File: src/rtl/cfdc_ram.sv
module cfdc_ram #(
  parameter int WIDTH = 8,
  parameter int DEPTH = 8
) (
  input  logic                     clk,
  input  logic                     we,
  input  logic [$clog2(DEPTH)-1:0] waddr,
  input  logic [WIDTH-1:0]         wdata,
  input  logic [$clog2(DEPTH)-1:0] raddr,
  output logic [WIDTH-1:0]         rdata
);

  logic [WIDTH-1:0] mem [DEPTH];

  always_ff @(posedge clk) begin
    if (we) begin
      mem[waddr] <= wdata;
    end
    rdata <= mem[raddr];
  end

endmodule

File: config.mk
export PLATFORM = sky130hd
export DESIGN_NAME = cfdc_ram
export DESIGN_NICKNAME = d
export VERILOG_FILES = /design/src/rtl/cfdc_ram.sv
export SDC_FILE = /design/constraint.sdc
export NUM_CORES = 1
export LEC_CHECK = 0
export BUFFER_PORTS_ARGS = -buffer_cell sky130_fd_sc_hd__buf_2
export CAP_MARGIN = 20
export CORE_MARGIN = 5
export CORE_UTILIZATION = 45
export CTS_BUF_LIST = sky130_fd_sc_hd__clkbuf_4
export DETAILED_ROUTE_END_ITERATION = 7
export GPL_TIMING_DRIVEN = 0
export MAX_ROUTING_LAYER = met4
export PLACE_DENSITY = 0.74
export SYNTH_ARGS = -nofsm -noshare
export SYNTH_HDL_FRONTEND = slang
export SYNTH_SLANG_ARGS = --single-unit
export TNS_END_PERCENT = 10
File: constraint.sdc
create_clock -name clk -period 2.1 [get_ports clk]
set_input_delay 0.315 -clock clk [delete_from_list [all_inputs] [get_ports clk]]
set_output_delay 0.315 -clock clk [all_outputs]
set_load 0.02 [all_outputs]
After elaboration in Yosys (flattened, before gate mapping)
Memory sizes are Yosys's and may differ from the RTL's. A register that Yosys moved wholly into a read port is not among the register bits. Cells that the tools add are included.

Multiplexer cells: 2.

Operator list (number): 2-to-1 mux 1 bit (2).

Flip-flop bits (word level): 0. Memory bits (writable): 64. Input port bits: 16. Output and inout port bits: 8. Logic and storage cells: 3. Memories: 1.

Memories: mem (words 8, width 8, rd ports 1, clocked after Yosys merged registers in 1, wr ports 1, line 13) `logic [WIDTH-1:0] mem [DEPTH];`.

Logic depth before layout (Yosys ltp)
Depth after elaboration: 2. Depth in mapped cells: 4. Depth with buffers taken out: 2.

Worst setup path after synthesis
OpenSTA, ideal clock, no wires.

Path kind: input to register. Start point: input port waddr[2]. End point: memory mem[0][0], enable pin. Setup time: 0.383 ns. Data arrival time: 1.092 ns. Required time: 1.717 ns. Slack: 0.624 ns. Stages: 2. Buffers on the path: 0. Path through: nand2b_1 > nor3_1.

RTL lines: start, declared (line 7) `input logic [$clog2(DEPTH)-1:0] waddr,`; end, declared (line 13).

No word-level cell before the write port.

Worst setup path in the final report
Start point: input port waddr[2]. End point: memory mem[0][3], enable pin.

No word-level cell before the write port.

==> flow_metrics.env <==
export IMPL_clock_latency_ns=0.40
export IMPL_hold_depth=1
export IMPL_clkTransAtPathRegs_ns=0.10
export IMPL_antennaDiodeCount=0
export IMPL_grt_pass1_wl_um=6840
export IMPL_ys_seq_area_frac=0.774
export IMPL_crit_slowest_cell="nor3_1"
export IMPL_cts_root_buf="clkbuf_4"
export IMPL_hold_violations=0
export IMPL_grt_max_degree=13
export IMPL_post_route_period_util=0.680
export IMPL_syn_num_nets=130
export IMPL_crit_fanout=5
export IMPL_cp_cell_sequence="buf_2 -> nand2b_1 -> nor3_1 -> buf_4"
export IMPL_drtAntennaViolNets=0
export IMPL_syn_to_final_growth_pct=13.5
export IMPL_gr_total_overflow=0
export IMPL_worstRegToRegCells=2
export IMPL_via_per_inst=5.15
export IMPL_place_gp_congestion=0.679
export IMPL_rsz0062_at_grt="false"
export IMPL_postCtsHoldBufs=0
export IMPL_io_pins=24
export IMPL_final_util=0.522
export IMPL_initial_utilization=0.460
export IMPL_p_leak_nw=1.06
export IMPL_clk_path_buf_depth=2
export IMPL_hp_class="in2reg"
export IMPL_slew_headroom=0.376
export IMPL_route_detailed_drc=0
export IMPL_drv_slew=0
export IMPL_critPathLaunchType="primary input"
export IMPL_syn_area_um2=2690
export IMPL_core_area_um2=5850
export IMPL_postSynthCellCount=114
export IMPL_post_place_cells=211
export IMPL_setup_worst_path_end_class="flop"
export IMPL_post_cts_resized=0
export IMPL_firstDrtPassIters=4
export IMPL_fmax_mhz=700
export IMPL_vdd_drop_max_mv=0.364
export IMPL_cts_sinks=72
export IMPL_syn_area_per_cell_um2=23.6
export IMPL_drv_max_cap_violation_count=0
export IMPL_worstSetupPathType="in2reg"
export IMPL_tightest_slew_ns=0.933
export IMPL_antenna_found_initial=0
export IMPL_critical_path_depth=4
export IMPL_cp_buffers_inverters=2
export IMPL_fp_dieH_um=87.3
export IMPL_cp_slowest_stage_delay_ns=0.66
export IMPL_pre_cts_slack_ns=0.237
export IMPL_fin_nets=163
export IMPL_rows=28
export IMPL_yosysUniqueCellTypes=14
export IMPL_period_minus_slack_ns=1.43
export IMPL_cpLargestDelayFamily="simple AND/OR/NAND/NOR gates"
export IMPL_htree_levels=3
export IMPL_drt_iter0_markers=105
export IMPL_setup_violations=0
export IMPL_power_density_nw_per_um2=898
export IMPL_grt_pass1_vias=1268
export IMPL_ys_warnings_count=0
export IMPL_postLayoutSetupSlackWorst_ns=0.672
export IMPL_gr_usage_all_layers=0.136
export IMPL_clock_skew_ns=0.0137
export IMPL_worstPathArrival_ns=1.54
export IMPL_cts_tree="done"
export IMPL_status="complete, no violations"
export IMPL_wirelength_um=4510
export IMPL_instances_no_fill=227
export IMPL_die_w_um=87.3
export IMPL_dp_hpwl_um=2950
export IMPL_postCtsSetupRepairBufs=0
export IMPL_dr_total_vias=1168
export IMPL_cts_buffers=9
export IMPL_numPortBuffers=20
export IMPL_required_ns=2.21
export IMPL_wire_per_inst_um=19.9
export IMPL_synth_seq_cells=72
export IMPL_tns_ns=0
export IMPL_drive_gt1_frac=0.316
export IMPL_dieArea_um2=7630
-- layer usage --
layer,part of all wire,global-route usage,up-vias
li1,-,-,548
met1,0.41,0.154,594
met2,0.53,0.218,21
met3,0.042,0.0435,5
met4,0.015,0.0669,0
met5,0,-,-
-- cell type report --
class	count	area, um^2
clock inverter	5	72.6
fill	455	2800
clock buffer	11	82.6
tap	75	93.8
buffer	5	43.8
multi-input combinational	37	566
timing repair buffer	22	115
sequential	72	2080
-- state kept, by name, summed over array words and instances (netlist names) --
register,count
mem,64
rdata,8
-- final timing paths --
check | from | to | slack [ns]
setup / recovery | waddr[2] | mem[0][3] | 0.67
hold reg to reg | mem[7][4] | rdata[4] | 0.68
hold / removal | wdata[6] | mem[1][6] | 0.19
setup reg to reg | mem[3][2] | rdata[2] | 0.81
-- stage by stage --
stage,total power [mW],hold slack [ns],instance area (um^2)
floorplan,1.77,0.414,2690
global placement,1.82,0.568,2890
detailed placement,1.84,0.591,2900
CTS,2.77,0.157,3060
global route,2.85,0.165,3060
finish,2.74,0.188,3060
-- synthesized netlist by cell type --
cell	count	area (um^2)
mux4_1	15	394
nor2_1	6	22.5
buf_6	1	11.3
mux2_2	8	90.1
buf_12	1	20.0
nand2_1	2	7.51
edfxtp_1	64	1920
mux4_2	1	22.5
buf_1	1	3.75
dfxtp_1	8	160
buf_2	1	5.00
nand2b_1	3	18.8
nor3_1	2	10.0
clkbuf_1	1	3.75
-- logic make-up (layout without fill, tap and decap cells) --
| group | Yosys count | count (layout) | synth area share |
|---|---|---|---|
| mux | 24 | 24 | 0.188 |
| buf+inv | 5 | 43 | 0.0163 |
| flops | 72 | 72 | 0.774 |
| simple gates | 13 | 13 | 0.0219 |
-- worst reg2reg max path, stage by stage (launching register included) --
cell,delay (ns)
edfxtp_1,0.40
mux4_1,0.51
mux2_2,0.27
-- where the power goes --
| group | internal, mW | total (mW) | switching (mW) |
|---|---|---|---|
| clock network | 0.501 | 0.942 | 0.441 |
| registers | 1.62 | 1.63 | 0.0114 |
| logic | 0.0789 | 0.174 | 0.0949 |
-- placed cells by master, fill, tap and decap left out --
cell,instances
mux4_1,15
clkinv_2,1
clkbuf_1,1
nor2_1,6
buf_12,1
clkbuf_4,11
dfxtp_1,8
nand2_1,2
mux4_2,1
buf_1,1
clkinv_1,2
mux2_2,8
buf_4,2
nor3_1,2
bufinv_16,2
buf_6,1
buf_2,21
edfxtp_1,64
nand2b_1,3
No activity file was read; power rests on OpenSTA's default activity.
