==> src/rtl/cfdc_pkg.sv <==
package cfdc_pkg;

  localparam int TABLE_DEPTH  = 8;
  localparam int TABLE_AW     = $clog2(TABLE_DEPTH);
  localparam int SAMPLE_WIDTH = 16;
  localparam int POWER_WIDTH  = 9;
  localparam int COEF_WIDTH   = 16;
  localparam int COUNT_WIDTH  = 4;
  localparam int FRAC_BITS    = 16;
  localparam int FILT_WIDTH   = 36;
  localparam int QUOT_WIDTH   = FRAC_BITS + 1;
  localparam int DIFF_WIDTH   = POWER_WIDTH + 1;
  localparam int CFG_WIDTH    = COEF_WIDTH;

  localparam logic [COEF_WIDTH-1:0]  COEF_RESET   = 16'd6554;
  localparam logic [COUNT_WIDTH-1:0] POINTS_RESET = 4'd8;

  localparam logic REG_FILTER_COEF = 1'b0;
  localparam logic REG_POINTS      = 1'b1;

  localparam logic MODE_WRITE      = 1'b0;
  localparam logic MODE_COMPENSATE = 1'b1;

  typedef enum logic [1:0] {
    STATUS_OK    = 2'd0,
    STATUS_NOCAL = 2'd1,
    STATUS_ABOVE = 2'd2
  } status_t;

  typedef struct packed {
    logic signed [POWER_WIDTH-1:0]  power;
    logic signed [SAMPLE_WIDTH-1:0] ox;
    logic signed [SAMPLE_WIDTH-1:0] oy;
    logic signed [SAMPLE_WIDTH-1:0] oz;
  } entry_t;

endpackage

==> src/rtl/cfdc_div.sv <==
module cfdc_div
  import cfdc_pkg::*;
(
  input  logic                  clk,
  input  logic                  rst,
  input  logic                  start,
  input  logic [DIFF_WIDTH-1:0] dividend,
  input  logic [DIFF_WIDTH-1:0] divisor,
  output logic                  done,
  output logic [QUOT_WIDTH-1:0] quot
);

  // dividend <= divisor, so the quotient of (dividend << 16) / divisor is at most 2^16
  logic                   busy;
  logic [4:0]             cnt;
  logic [DIFF_WIDTH-1:0]  rem;
  logic [DIFF_WIDTH-1:0]  den;
  logic [DIFF_WIDTH:0]    rem2;
  logic                   take;

  always_comb begin
    rem2 = {rem, 1'b0};
    take = rem2 >= {1'b0, den};
  end

  always_ff @(posedge clk) begin
    if (rst) begin
      busy <= 1'b0;
      done <= 1'b0;
      cnt  <= '0;
    end else begin
      done <= 1'b0;
      if (start) begin
        busy <= 1'b1;
        cnt  <= '0;
        den  <= divisor;
        if (dividend == divisor) begin
          rem  <= '0;
          quot <= QUOT_WIDTH'(1);
        end else begin
          rem  <= dividend;
          quot <= '0;
        end
      end else if (busy) begin
        rem  <= take ? DIFF_WIDTH'(rem2 - {1'b0, den}) : DIFF_WIDTH'(rem2);
        quot <= {quot[QUOT_WIDTH-2:0], take};
        cnt  <= cnt + 5'd1;
        if (cnt == 5'(FRAC_BITS - 1)) begin
          busy <= 1'b0;
          done <= 1'b1;
        end
      end
    end
  end

endmodule

==> config.mk <==
export PLATFORM = sky130hd
export DESIGN_NAME = cfdc_div
export DESIGN_NICKNAME = d
export VERILOG_FILES = /design/src/rtl/cfdc_pkg.sv /design/src/rtl/cfdc_div.sv
export SDC_FILE = /design/constraint.sdc
export NUM_CORES = 1
export LEC_CHECK = 0
export ABC_AREA = 0
export BUFFER_PORTS_ARGS = -buffer_cell sky130_fd_sc_hd__buf_2
export CORE_MARGIN = 2
export CORE_UTILIZATION = 56
export DETAILED_ROUTE_END_ITERATION = 10
export PLACE_DENSITY_LB_ADDON = 0.2
export REMOVE_ABC_BUFFERS = 1
export SETUP_SLACK_MARGIN = 0.2
export SKIP_CTS_REPAIR_TIMING = 1
export SLEW_MARGIN = 20
export SYNTH_ARGS = -nofsm -noshare
export SYNTH_HDL_FRONTEND = slang
export SYNTH_SLANG_ARGS = --single-unit
==> constraint.sdc <==
create_clock -name clk -period 2.84 [get_ports clk]
set_input_delay 0.284 -clock clk [delete_from_list [all_inputs] [get_ports clk]]
set_output_delay 0.284 -clock clk [all_outputs]
set_load 0.01 [all_outputs]
After elaboration in Yosys (flattened, before gate mapping)
Index checks and enable logic that the tools add are counted.
{"block": "word_totals", "regBits": 44, "inputBits": 23, "wordCells": 29}
{"block": "op_classes", "add_sub_neg": 2, "order_cmp": 1, "eq_ne": 2, "muxes": 11, "bitwise": 2, "reduce_logical": 5}
{"op": "$mux 10", "count": 4}
{"op": "$mux 17", "count": 2}
{"op": "$ge 11x10->1", "count": 1}
{"op": "$eq 10x10->1", "count": 1}
{"op": "$sub 10x10->10", "count": 1}
{"op": "$add 5x1->5 const B", "count": 1}
{"op": "$eq 5x4->1 const B", "count": 1}
{"op": "$mux 1", "count": 5}
{"op": "$reduce_and 2->1", "count": 2}
{"op": "$reduce_or 3->1", "count": 1}
{"op": "$not 1->1", "count": 2}
{"op": "$reduce_bool 2->1", "count": 1}
{"op": "$reduce_or 2->1", "count": 1}

Longest topological paths before layout
{"block": "logic_depth", "word_depth": 4, "depth_mapped": 9, "ltp_nobuf": 8}

Worst setup path after synthesis
OpenSTA, ideal clock, no wires.
{"block": "synth_timing", "path_type": "input to register", "startpoint": "in start", "endpoint": "reg quot[0] (enable)", "setup_ps": 411, "arrival_ps": 2187, "slack_ps": 242, "cell_stages": 4, "path_buffers": 2, "path_cell_list": "clkbuf_1 clkbuf_1 nor2_1 nor2_1"}
{"block": "synth_via", "elab_chain_len": 2}
{"element": "start, declared", "line": "cfdc_div.sv:6", "text": "input logic start,"}
{"element": "$reduce_bool 2->1 (no source line)"}
{"element": "$reduce_and 2->1 (no source line)"}
{"element": "end signal, assigned", "line": "cfdc_div.sv:46", "text": "quot <= {quot[QUOT_WIDTH-2:0], take};"}
{"element": "end, declared", "line": "cfdc_div.sv:10", "text": "output logic [QUOT_WIDTH-1:0] quot"}
No other way between the ends.
A chain may end at the register's enable or synchronous reset.

Worst setup path in the final report
{"block": "layout_timing", "startpoint": "reg rem[7]", "endpoint": "reg quot[0], data pin"}
{"block": "layout_via", "elab_chain_len": 3}
{"element": "start, declared", "line": "cfdc_div.sv:16", "text": "logic [DIFF_WIDTH-1:0] rem;"}
{"element": "start signal, assigned", "line": "cfdc_div.sv:41", "text": "rem <= dividend;"}
{"element": "start signal, assigned", "line": "cfdc_div.sv:45", "text": "rem <= take ? DIFF_WIDTH'(rem2 - {1'b0, den}) : DIFF_WIDTH'(rem2);"}
{"element": "$ge 11x10->1", "line": "cfdc_div.sv:23", "text": "take = rem2 >= {1'b0, den};"}
{"element": "$mux 17", "line": "cfdc_div.sv:44", "text": "end else if (busy) begin"}
{"element": "$mux 17", "line": "cfdc_div.sv:33", "text": "if (start) begin"}
No other way between the ends. The select of a mux whose other input is x is not followed.

==> results by stage <==
Status:
- The run finished with clean final reports.

Power and ir drop:
- The sequential power share is 48.6%.
- The switching power is 0.4412 mW.
- The worst supply voltage drop on vdd is 0.0006690 V.
- The proportion of power drawn by combinational gates is 21.7%.
- The proportion of power drawn by the clock network is 29.7%.
- Of the total power, the share spent switching nets is 27.64%.
- The power density normalized to cell area is 564.7 mW/mm^2.
- Summed over all cells, the static leakage comes to 1.139 nW.
- The internal power is 1.155 mW.

Routing:
- The remaining antenna violation count after routing is 0.
- The first TritonRoute pass finished after 4 iterations.
- The post-detailed-route DRC marker count is 0.
- The final layout contains routed wiring with a total length of 4960 um.
- Across all layers, the routed design uses 1,769 vias.
- In this run, the number of DRC markers left after iteration 0 of detailed routing was 131.
- The average wire per standard cell is 16.05 um.
- Using the TritonRoute via totals, the vias-per-cell ratio works out to 5.725.

STA:
- The worst hold slack is 0.1873 ns.
- The minimum clock period after layout is 2.338 ns.
- For the final routed database, the setup TNS stands at 0 ns.
- The number of hold violations in the final report is 0.
- Setup repair after global routing left no endpoint under its margin.
- Static timing analysis puts the maximum clock frequency at 0.4276 GHz.
- Between clock sinks in the finished design, the worst skew comes to 0.008824 ns.
- The max-slew violation count is 0.
- The ratio of final minimum period to clock period is 82.34%.
- For the pin with the worst max-slew slack, the measured transition is 0.5786 ns.
- The total of endpoints with negative setup slack in the final report is 0.
- The worst setup slack after layout is 0.5016 ns.
- The worst-case headroom to the max-slew limit is 60.92%.

Clocking:
- The TritonCTS clock tree is built.
- The H-tree depth is 2.
- The clock input transition at the sequential cells of the worst setup and hold paths is 0.09 ns.
- At the later pin of the worst-skew pair, clock insertion delay measures 0.30 ns.
- Clock tree synthesis inserted a total of 5 buffers.
- The buffer levels on the longest clock path is 2.
- The clock tree root driver cell is sky130_fd_sc_hd__clkbuf_8.
- The TritonCTS sink count is 44.

Finish:
- The multi-input logic area is 0.001116 sq mm.
- Registers take 0.001251 sq mm.
- The library cells used most frequently in the layout, excluding fill and tap cells, are sky130_fd_sc_hd__buf_2 (40), sky130_fd_sc_hd__edfxtp_1 (37), sky130_fd_sc_hd__nor2b_1 (19).
- The final net count is 292.
- The layout has 333 filler cells.
- The most common cell after layout, fill and taps aside is sky130_fd_sc_hd__buf_2.
- From synthesis to final layout, the design area changed by 15.20%.
- The ratio of cells with drive above 1 in the final layout is 25.29%.
- The number of diodes is 0.

Floorplanning:
- The die width is 70.19 um.
- Pin placement for this block handled 41 I/O pins.
- Once the floorplan was initialized, standard cells occupied 57.14% of the core.
- The y dimension of the die is 70.19 um.
- In this run the core area contains 24 standard-cell rows.
- The core outline area is 0.004294 sq mm.
- The die covers 0.004927 sq mm.

Setup path:
- The critical path class is register to register.
- The worst register-to-register path has a setup slack of 0.50 ns.
- The most critical setup path has its startpoint at rem[7].
- The endpoint arrival time on the critical path is 2.36 ns.
- The maximum net fanout on the critical path is 10.
- Data on the critical path is required at its endpoint by 2.86 ns.
- The kind of start point of the critical path is a register.
- The logic depth of the worst register-to-register path is 6.
- The beginning of the worst register-to-register path is rem[7].
- The endpoint identified for the worst register-to-register timing path is quot[0].
- The timing endpoint of the critical path is quot[0].
- The worst setup path is captured at a register.

GRT:
- Entering global routing, the biggest net connects 30 pins.
- The number of antenna violations at the first check in global routing is 0.
- The first global-routing pass estimated 8211 um of wire.
- The number of global-route vias before repair is 1,705.
- Global routing used 21.51% of the available tracks across all layers.
- The residual overflow from global routing is 0.

Yosys:
- In the synthesized netlist the async set-or-reset flop fraction comes to 0%.
- The synthesized design contains 37 enable-type register cells.
- The share of the Yosys chip area taken by registers is 50.99%.
- Dividing the synthesized area by the synthesized cell count gives 11.52 sq um.
- The cell area that synthesis handed to floorplanning was 0.002454 sq mm.
- In the synthesized netlist the dominant register cell turns out to be sky130_fd_sc_hd__edfxtp_1.
- The distinct cell type count after synthesis is 46.
- The number of warnings printed during yosys synthesis is 0.
- The total of flip-flops plus latches after synthesis is 44.
- The synthesized netlist cell count is 213.

Placement:
- The pre-CTS setup slack is 0.3908 ns.
- Detailed placement ended at an HPWL of 3724 um.
- The number of port buffers is 40.
- Routability-driven placement finished with a final weighted congestion of 0.8469.

Min path:
- The worst hold path stage count is 1.
- The worst min-delay path class is input pin to register.

Job:
- Across the run, the number of max-cap violations was 0.
[critical path: stages, from the launching register on]
cell                       delay [ns]
sky130_fd_sc_hd__edfxtp_1        0.40
sky130_fd_sc_hd__ha_1            0.40
sky130_fd_sc_hd__a21o_1          0.19
sky130_fd_sc_hd__a211o_1         0.35
sky130_fd_sc_hd__nor2_4          0.24
sky130_fd_sc_hd__and2_2          0.36
sky130_fd_sc_hd__a21oi_1         0.13
[metal layers]
metal / track usage, % / vias up / wire length (um)
li1: - / 870 / -
met1: 30.41 / 825 / 2288
met2: 32.59 / 63 / 2286
met3: 5.051 / 11 / 250
met4: 7.692 / 0 / 135
met5: 0 / - / 0
[kinds of logic after synthesis]
| group | count (synthesis) | share of synthesized area (%) |
|---|---|---|
| AO/OA/AOI/OAI | 43 | 15.35 |
| XOR/XNOR | 18 | 6.425 |
| adder cells (fa/ha/maj) | 13 | 6.935 |
| buffers and inverters | 22 | 3.672 |
| flip-flops | 44 | 50.99 |
| multiplexers | 2 | 0.8159 |
| AND/OR/NAND/NOR | 71 | 15.81 |
[final cells by class]
type | instances | area share (%)
flip-flops and latches | 44 | 44.27
multi-input cells | 147 | 39.49
repair buffers | 44 | 8.145
clock buffers | 5 | 2.435
well taps | 52 | 2.302
inverters | 14 | 1.859
clock inverters | 3 | 1.505
[worst min path at each step]
stage          startpoint     end  slack (ns)
3_5_place_dp       cnt[4]  cnt[4]        0.48
2_1_floorplan         rst    busy        0.36
4_1_cts        divisor[5]  den[5]        0.18
5_1_grt        divisor[6]  den[6]        0.18
3_3_place_gp       cnt[4]  cnt[4]        0.46
6_report       divisor[3]  den[3]        0.19
[cell usage after synthesis, types with 2 or more instances]
master	number	area, sq um
sky130_fd_sc_hd__edfxtp_1	37	1111
sky130_fd_sc_hd__nor2b_1	19	118.9
sky130_fd_sc_hd__inv_1	14	52.55
sky130_fd_sc_hd__nand2_1	13	48.80
sky130_fd_sc_hd__nor2_1	13	48.80
sky130_fd_sc_hd__xor2_1	13	113.9
sky130_fd_sc_hd__ha_1	12	150.1
sky130_fd_sc_hd__a21oi_1	9	45.04
sky130_fd_sc_hd__clkbuf_1	7	26.28
sky130_fd_sc_hd__dfxtp_1	7	140.1
sky130_fd_sc_hd__nand4_1	7	43.79
sky130_fd_sc_hd__o311ai_2	6	97.59
sky130_fd_sc_hd__xnor2_1	5	43.79
sky130_fd_sc_hd__a211oi_1	4	30.03
sky130_fd_sc_hd__a21o_1	4	30.03
sky130_fd_sc_hd__nand2b_1	3	18.77
sky130_fd_sc_hd__nand3_1	3	15.01
sky130_fd_sc_hd__o31ai_1	3	22.52
sky130_fd_sc_hd__a32oi_1	2	17.52
sky130_fd_sc_hd__mux2i_1	2	20.02
sky130_fd_sc_hd__nor3_1	2	10.01
sky130_fd_sc_hd__nor4_1	2	12.51
sky130_fd_sc_hd__o21ai_0	2	10.01
sky130_fd_sc_hd__o21ai_1	2	10.01
[sequential cells by signal, summed over array words and instances (netlist names)]
signal / count
quot: 17
done: 1
cnt: 5
den: 10
rem: 10
busy: 1
[through the flow]
step / cell area [sq um] / total power [mW] / util (%) / cells
floorplan: 2416 / 1.026 / - / 205
finish: 2826 / 1.596 / 65.82 / 309
detailed placement: 2714 / 1.132 / 63.20 / 301
CTS: 2825 / 1.598 / 65.79 / 309
global route: 2826 / 1.671 / 65.82 / 309
global placement: 2714 / 1.129 / 63.20 / 301
[power groups by stage]
stage          registers, mW  logic (mW)  clock network, mW
3_5_place_dp           0.790       0.343                  0
6_report               0.775       0.347              0.474
5_1_grt                0.780       0.386              0.505
3_3_place_gp           0.788       0.340                  0
2_1_floorplan          0.792       0.235                  0
4_1_cts                0.775       0.344              0.479
Power figures use the tool's default switching activity.
